===== src/hdl/tsr_pkg.sv =====
package tsr_pkg;

	// Depth of the fragment store in bytes.
	localparam int BUF_DEPTH = 2048;
	localparam int BUF_AW = $clog2(BUF_DEPTH);

	localparam logic [11:0] MAX_FRAG_RESET = 12'd2048;

	typedef enum logic [1:0] {
		REQ_HEADER = 2'd0,
		REQ_BYTE   = 2'd1,
		REQ_READ   = 2'd2,
		REQ_EMPTY  = 2'd3
	} req_kind_t;

	typedef enum logic [2:0] {
		ST_OK        = 3'd0,
		ST_NO_HDR    = 3'd1,
		ST_PRIOR_DSC = 3'd2,
		ST_NO_PRIOR  = 3'd3,
		ST_BAD_SEQ   = 3'd4,
		ST_BAD_ADDR  = 3'd5,
		ST_OVERFLOW  = 3'd6,
		ST_DROPPED   = 3'd7
	} status_t;

	typedef struct packed {
		req_kind_t   kind;
		logic [7:0]  header_byte;
		logic [7:0]  payload_len;
		logic [15:0] src_addr;
		logic [15:0] dst_addr;
		logic [7:0]  data_byte;
		logic [10:0] read_index;
	} req_t;

	// Everything in a result except the byte read back from the store.
	typedef struct packed {
		status_t     status;
		logic        frag_done;
		logic [11:0] frag_len;
		logic [15:0] frag_src;
		logic [15:0] frag_dst;
		logic        rd_ok;
	} res_t;

endpackage


===== src/hdl/tsr_ctrl.sv =====
module tsr_ctrl import tsr_pkg::*; (
	input  logic              clk,
	input  logic              arst_n,
	input  logic              cfg_we,
	input  logic [11:0]       cfg_wdata,
	input  logic              step,
	input  req_t              req,
	output res_t              res,
	output logic              st_we,
	output logic [BUF_AW-1:0] st_waddr,
	output logic [7:0]        st_wdata,
	output logic              st_re,
	output logic [BUF_AW-1:0] st_raddr
);

	logic [11:0] max_frag_q;
	logic [11:0] byte_count_q, byte_count_d;
	logic [5:0]  exp_seq_q, exp_seq_d;
	logic [15:0] last_src_q, last_src_d;
	logic [15:0] last_dst_q, last_dst_d;
	logic        seg_active_q, seg_active_d;
	logic [7:0]  seg_rem_q, seg_rem_d;
	logic        seg_fin_q, seg_fin_d;

	logic        fin, fir;
	logic [5:0]  seq;
	logic [11:0] bc0, bc1, cap, room, bc_inc;
	status_t     hdr_status;

	assign fin = req.header_byte[7];
	assign fir = req.header_byte[6];
	assign seq = req.header_byte[5:0];
	assign bc_inc = byte_count_q + 12'd1;

	// Capacity is the register value clipped to the store depth.
	assign cap = (32'(max_frag_q) > BUF_DEPTH) ? 12'(BUF_DEPTH) : max_frag_q;

	always_comb begin
		// A pending segment that is cut off by a new header loses the fragment.
		bc0 = seg_active_q ? 12'd0 : byte_count_q;
		if (fir && bc0 != 12'd0) begin
			bc1 = 12'd0;
			hdr_status = ST_PRIOR_DSC;
		end else begin
			bc1 = bc0;
			hdr_status = ST_OK;
		end
		room = (bc1 < cap) ? cap - bc1 : 12'd0;
	end

	always_comb begin
		byte_count_d = byte_count_q;
		exp_seq_d = exp_seq_q;
		last_src_d = last_src_q;
		last_dst_d = last_dst_q;
		seg_active_d = seg_active_q;
		seg_rem_d = seg_rem_q;
		seg_fin_d = seg_fin_q;
		res = '0;
		res.status = ST_OK;
		st_we = 1'b0;
		st_wdata = req.data_byte;
		st_waddr = BUF_AW'(byte_count_q);
		st_re = 1'b0;
		st_raddr = BUF_AW'(req.read_index);

		unique case (req.kind)
			REQ_HEADER: begin
				seg_active_d = 1'b0;
				seg_rem_d = 8'd0;
				seg_fin_d = 1'b0;
				byte_count_d = bc1;
				if (!fir && bc1 == 12'd0) begin
					res.status = ST_NO_PRIOR;
				end else if (!fir && seq != exp_seq_q) begin
					res.status = ST_BAD_SEQ;
				end else if (!fir && (req.src_addr != last_src_q
						|| req.dst_addr != last_dst_q)) begin
					res.status = ST_BAD_ADDR;
				end else if ({4'd0, req.payload_len} > room) begin
					byte_count_d = 12'd0;
					res.status = ST_OVERFLOW;
				end else begin
					last_src_d = req.src_addr;
					last_dst_d = req.dst_addr;
					exp_seq_d = seq + 6'd1;
					res.status = hdr_status;
					if (req.payload_len == 8'd0) begin
						if (fin) begin
							res.frag_done = 1'b1;
							res.frag_len = bc1;
							res.frag_src = req.src_addr;
							res.frag_dst = req.dst_addr;
							byte_count_d = 12'd0;
						end
					end else begin
						seg_active_d = 1'b1;
						seg_rem_d = req.payload_len;
						seg_fin_d = fin;
					end
				end
			end
			REQ_BYTE: begin
				if (!seg_active_q) begin
					res.status = ST_DROPPED;
				end else begin
					st_we = 32'(byte_count_q) < BUF_DEPTH;
					byte_count_d = bc_inc;
					seg_rem_d = seg_rem_q - 8'd1;
					if (seg_rem_q == 8'd1) begin
						seg_active_d = 1'b0;
						seg_fin_d = 1'b0;
						if (seg_fin_q) begin
							res.frag_done = 1'b1;
							res.frag_len = bc_inc;
							res.frag_src = last_src_q;
							res.frag_dst = last_dst_q;
							byte_count_d = 12'd0;
						end
					end
				end
			end
			REQ_READ: begin
				st_re = 1'b1;
				res.rd_ok = 32'(req.read_index) < BUF_DEPTH;
			end
			REQ_EMPTY: begin
				res.status = ST_NO_HDR;
			end
			default: begin
				res.status = ST_NO_HDR;
			end
		endcase

		// Nothing touches the fragment state or the store unless the item is accepted.
		if (!step) begin
			st_we = 1'b0;
			st_re = 1'b0;
		end
	end

	always_ff @(posedge clk or negedge arst_n) begin
		if (!arst_n) begin
			max_frag_q <= MAX_FRAG_RESET;
			byte_count_q <= '0;
			exp_seq_q <= '0;
			last_src_q <= '0;
			last_dst_q <= '0;
			seg_active_q <= 1'b0;
			seg_rem_q <= '0;
			seg_fin_q <= 1'b0;
		end else begin
			if (cfg_we) begin
				max_frag_q <= cfg_wdata;
			end
			if (step) begin
				byte_count_q <= byte_count_d;
				exp_seq_q <= exp_seq_d;
				last_src_q <= last_src_d;
				last_dst_q <= last_dst_d;
				seg_active_q <= seg_active_d;
				seg_rem_q <= seg_rem_d;
				seg_fin_q <= seg_fin_d;
			end
		end
	end

endmodule


===== config.mk =====
export PLATFORM = sky130hd
export DESIGN_NAME = tsr_ctrl
export DESIGN_NICKNAME = d
export VERILOG_FILES = /design/src/hdl/tsr_pkg.sv /design/src/hdl/tsr_ctrl.sv
export SDC_FILE = /design/constraint.sdc
export NUM_CORES = 1
export LEC_CHECK = 0
export ABC_AREA = 1
export CELL_PAD_IN_SITES_DETAIL_PLACEMENT = 1
export CELL_PAD_IN_SITES_GLOBAL_PLACEMENT = 1
export CORE_UTILIZATION = 45
export CTS_CLUSTER_DIAMETER = 40
export DETAILED_ROUTE_END_ITERATION = 8
export DONT_BUFFER_PORTS = 1
export MAX_ROUTING_LAYER = met4
export PLACE_DENSITY = 0.89
export SYNTH_ARGS = -nofsm -noshare
export SYNTH_HDL_FRONTEND = slang
export SYNTH_SLANG_ARGS = --single-unit

===== constraint.sdc =====
create_clock -name clk -period 6.9 [get_ports clk]
set_input_delay 0.345 -clock clk [delete_from_list [all_inputs] [get_ports clk]]
set_output_delay 0.345 -clock clk [all_outputs]
set_load 0.005 [all_outputs]

---- Yosys cells after proc, flatten, opt, wreduce, memory -nomap -nowiden ----
Cells that the tools add are included.
word-level totals
  bits in registers ....................... 72
  bits of input ports ..................... 85
  output and inout bits ................... 81
cells by class
  add/subtract/negate cells ............... 4
  $lt $le $gt $ge ......................... 4
  eq/ne operators ......................... 9
  multiplexer cells ....................... 59
  bitwise logic cells ..................... 4
  reduce and logical (&&, ||, !) cells .... 15
operator list
  cell                     count
  $mux W45                 9
  $mux W12                 13
  $pmux W45 S2             1
  $mux W8                  6
  $ne A16 B16 Y1           2
  $pmux W12 S2             1
  $mux W1                  19
  $pmux W8 S2              1
  $mux W3                  5
  $add A12 B1 Y12 const B  1
  $gt A12 B12 Y1 const B   1
  $gt A8 B12 Y1            1
  $logic_not A12 Y1        1
  $lt A12 B12 Y1           1
  $lt A12 B12 Y1 const B   1
  $reduce_bool A12 Y1      1
  $sub A12 B12 Y12         1
  $pmux W3 S3              1
  $eq A8 B1 Y1 const B     1
  $logic_not A8 Y1         1
  $sub A8 B1 Y8 const B    1
  $add A6 B1 Y6 const B    1
  $ne A6 B6 Y1             1
  $reduce_and A6 Y1        1
  other kinds (14)         23

---- Depth between registers and ports, before layout ----
  depth in word-level cells ............... 12
  depth in mapped cells ................... 36
  gate-level depth less buffers ........... 31

---- Worst setup path before layout ----
OpenSTA, ideal clock, no wires.
  path kind ............................... reg-to-output
  start point ............................. reg seg_active_q
  end point ............................... out res[10] (netlist bit)
  arrival time ............................ 3.955 ns
  data required time ...................... 6.555 ns
  slack ................................... 2.600 ns
  stages on the path, launching flop included .. 34
  path buffers ............................ 5
  path through ............................ dfrtp_1 inv_2 buf_6 nand2_1 nand2_1 nor2_1 nand3_1 nand2_2 buf_6 nand2_1 inv_1 ha_1 inv_1 fa_1 nand2_1 nand3_1 nand3_1 nand2_1 nand2_1 nand2_1 nand2_2 or2_2 ha_1 a21oi_1 nor2_1 a211oi_1 a21oi_1 nand3_1 and2_1 buf_4 buf_4 buf_6 nand3_1 nand2_1
RTL lines
  item                    line             RTL
  start, declared         tsr_ctrl.sv:21   logic seg_active_q, seg_active_d;
  start signal, assigned  tsr_ctrl.sv:161  seg_active_q <= seg_active_d;
  end, declared           tsr_ctrl.sv:8    output res_t res,

==> flow_metrics.py <==
metrics = {
    "synth": {
        "synth_nets": 1081,
        "syn_inst": 971,
        "synthArstFlopShare_pct": 100.0,
        "synth_seq_area_share_pct": 29.01,
        "synth.avg_cell_area_um2": 6.402,
        "yosys-top-cells-area": "dfrtp_1, nand2_1, nand3_1",
        "synthFlopType": "dfrtp_1",
        "synth_cell_types": 35,
        "synth_area_leader_cell": "dfrtp_1",
        "ys_ff_latch": 72,
        "syn_area_um2": 6216,
        "synth_top_area_share_pct": 28.58,
        "yosys_warnings": 0,
        "synth_edf_count": 0,
    },
    "critical_path": {
        "r2r_end": "last_dst_q[1]",
        "cpPeakStageDelay_ps": 470,
        "crit_arrival_ps": 5850,
        "worst-path-max-fanout": 25,
        "crit_path_end_kind": "output port",
        "crit_slowest_cell": "and2_2",
        "timing.rr.start": "seg_active_q",
        "start_kind": "flip-flop",
        "crit_type": "reg2out",
        "cp_data_required_time_ps": 6550,
        "ff2ff_setup_slack_ps": 1230,
        "cpMostUsedCell": "nand2_1",
        "r2r_cells": 30,
    },
    "floorplan": {
        "die_area_um2": 14290,
        "initial_core_util_pct": 46.57,
        "rows": 42,
        "core_area_um2": 13350,
        "die_x_um": 119.5,
        "fp.dieH_um": 119.5,
        "io_pins": 166,
    },
    "grt": {
        "grt_use_total_pct": 30.42,
        "grt_pass1_vias": 6614,
        "grt_max_degree": 73,
        "grt_pass1_wl_mm": 33.11,
        "grt.overflow.total": 0,
        "antenna_found_initial": 0,
    },
    "routing": {
        "detail-route-antenna-nets": 0,
        "routed_wl_mm": 20.20,
        "drtPass1Iterations": 4,
        "wl_per_cell_um": 18.30,
        "drtIter0Drc": 310,
        "viasPerCell": 5.570,
        "drc": 0,
        "vias": 6149,
    },
    "layout": {
        "seq_area_um2": 1803,
        "fin_nets": 1033,
        "areaGrowthSynthToFinish_pct": 3.321,
        "multiInputGateArea_um2": 3610,
        "fillCellCount": 1846,
        "antenna_cells": 0,
        "layout-drive-gt1-share_pct": 5.172,
    },
    "power": {
        "irDropWorstVdd_v": 0.0001606,
        "p_seq_share_pct": 36.4,
        "switching_share_pct": 41.26,
        "leakagePower_uw": 0.003302,
        "p_per_area_nw_per_um2": 305.2,
        "p_sw_uw": 808.7,
        "pwr-share-clk_pct": 27.0,
        "power.internal_uw": 1151,
        "p_comb_share_pct": 36.6,
    },
    "sta": {
        "drv_slew": 0,
        "max_slew_margin_pct": 32.19,
        "fmax_ghz": 0.1613,
        "setup_violations": 0,
        "rsz0062_at_grt": "no",
        "whs_ps": 94.89,
        "setup_tns_ps": 0,
        "period_share_pct": 89.84,
        "tightest_slew_ps": 1015,
        "hold_viol_final": 0,
        "min_period_ps": 6199,
        "skew_ps": 8.495,
    },
    "cts": {
        "cts_tree": "built",
        "cts-htree-levels": 3,
        "clock_path_buffers": 2,
        "clk_pin_slew_ps": 60,
        "cts-buffers-inserted": 9,
        "cts.sinks": 72,
        "cts_root_buf": "clkbuf_16",
        "clkLatencyLatePin_ps": 360,
    },
    "placed_design": {
        "place_congestion": 0.9117,
        "io_buffers": 0,
        "hpwl_mm": 15.18,
    },
    "hold_path": {
        "min_to": "max_frag_q[3]",
        "hold_path_depth": 1,
        "hold_path.class": "in2reg",
        "min_from": "cfg_we",
    },
    "run_status": {
        "outcome": "finished, final reports clean",
    },
    "run": {
        "cap_viol_max_count": 0,
    },
}
-- metal layers --
layer | track usage [%] | up-vias | part of all wire [%]
met3 | 6.797 | 53 | 5.9
met1 | 35.98 | 2952 | 42
met5 | - | - | 0
met2 | 49.64 | 182 | 48
met4 | 13.36 | 0 | 3.6
li1 | - | 2962 | -
-- cell type report --
| type | count | share of cell area, % |
|---|---|---|
| repair buffers | 8 | 1.286 |
| multi-input cells | 731 | 56.20 |
| clock inverters | 7 | 1.598 |
| inverters | 101 | 5.903 |
| clock buffers | 9 | 3.507 |
| flip-flops and latches | 72 | 28.07 |
| well taps | 176 | 3.429 |
-- registers in the layout (all words and copies together), names as in the netlist --
signal        count
last_dst_q       16
last_src_q       16
byte_count_q     12
max_frag_q       12
seg_rem_q         8
exp_seq_q         6
seg_active_q      1
seg_fin_q         1
-- power groups by stage --
stage          sequential, uW  clock [uW]  combinational [uW]
2_1_floorplan             667           0                 587
3_3_place_gp              708           0                 662
3_5_place_dp              715           0                 698
4_1_cts                   711         536                 719
5_1_grt                   734         552                 821
6_report                  714         530                 716
-- cell families (layout without fill, tap and decap cells) --
logic type      after synthesis  count (layout)  synth area share [%]
fa+ha+maj                    25              25                 5.153
mux                           2               2                0.3623
compound gates              101             101                 8.615
xor+xnor                     41              41                 5.777
flops                        72              72                 29.01
buf+inv                     168             125                 13.10
simple gates                562             562                 37.98
-- cell usage after synthesis, types with 5 or more instances --
cell and n:
a21oi_1 42, buf_2 9, buf_4 32, buf_6 7, clkbuf_1 17, dfrtp_1 71, ha_1 24, inv_1 100
nand2_1 303, nand3_1 95, nand4_1 21, nor2_1 109, nor3_1 7, o21ai_0 30, o21ai_1 16, o21bai_1 5
or2_2 14, xnor2_1 27, xor2_1 14
-- worst max-delay path: cells and delay by family, from the launching register on --
family	cells	cell delay, ps
and+or+nand+nor	18	2940
AOI/OAI and AO/OA	4	890
adders and majority gates	3	810
DFF	1	430
buffers and inverters	3	410
-- worst max path at each step --
| stage | from | endpoint | slack [ps] |
|---|---|---|---|
| finish | seg_active_q | res[39] | 700 |
| global route | seg_active_q | res[4] | 270 |
| CTS | seg_active_q | res[43] | 820 |
| detailed placement | seg_active_q | res[43] | 1240 |
| global placement | seg_active_q | res[41] | 1390 |
| floorplan | seg_active_q | res[10] | 2600 |
-- cell usage in the layout (no fill, tap or decap) --
cell,count
inv_6,3
clkbuf_16,9
dfrtp_1,71
and2_2,1
o21bai_1,5
nor3b_1,1
clkinv_4,1
nand4_1,21
ha_1,24
nor2_2,1
clkinvlp_4,1
a21boi_0,1
inv_1,100
nand3_1,95
nor2_1,107
inv_2,1
o211ai_1,1
or2_1,1
mux2_2,2
nand2_2,4
fa_1,1
buf_16,1
or2_2,14
nand2_1,303
nand3b_1,2
xor2_1,14
dfstp_2,1
a31oi_1,3
nor4_1,4
nor2_4,1
bufinv_16,2
o21ai_0,30
o41ai_1,1
nor3_1,7
xnor2_1,27
dlygate4sd3_1,1
a21oi_1,42
buf_4,6
o21ai_1,16
a211oi_1,2
-- through the flow --
stage | setup WS (ps) | cell area, um2 | power [uW] | cells | utilization, %
after floorplan | 2600 | 6216 | 1254 | 971 | -
after global placement | 1392 | 6057 | 1371 | 1086 | 45.38
after detailed placement | 1238 | 6057 | 1414 | 1086 | 45.38
after CTS | 823.2 | 6422 | 1966 | 1104 | 48.12
after global routing | 267.3 | 6422 | 2107 | 1104 | 48.12
final | 701.1 | 6422 | 1960 | 1104 | 48.12
-- what timing repair did --
action	4_1_cts	5_1_grt
gates resized for setup	0	0
endpoints found under the hold margin	72	0
hold buffers	2	0
setup buffers	0	0
Note: power is estimated with default switching activity, not from simulation.
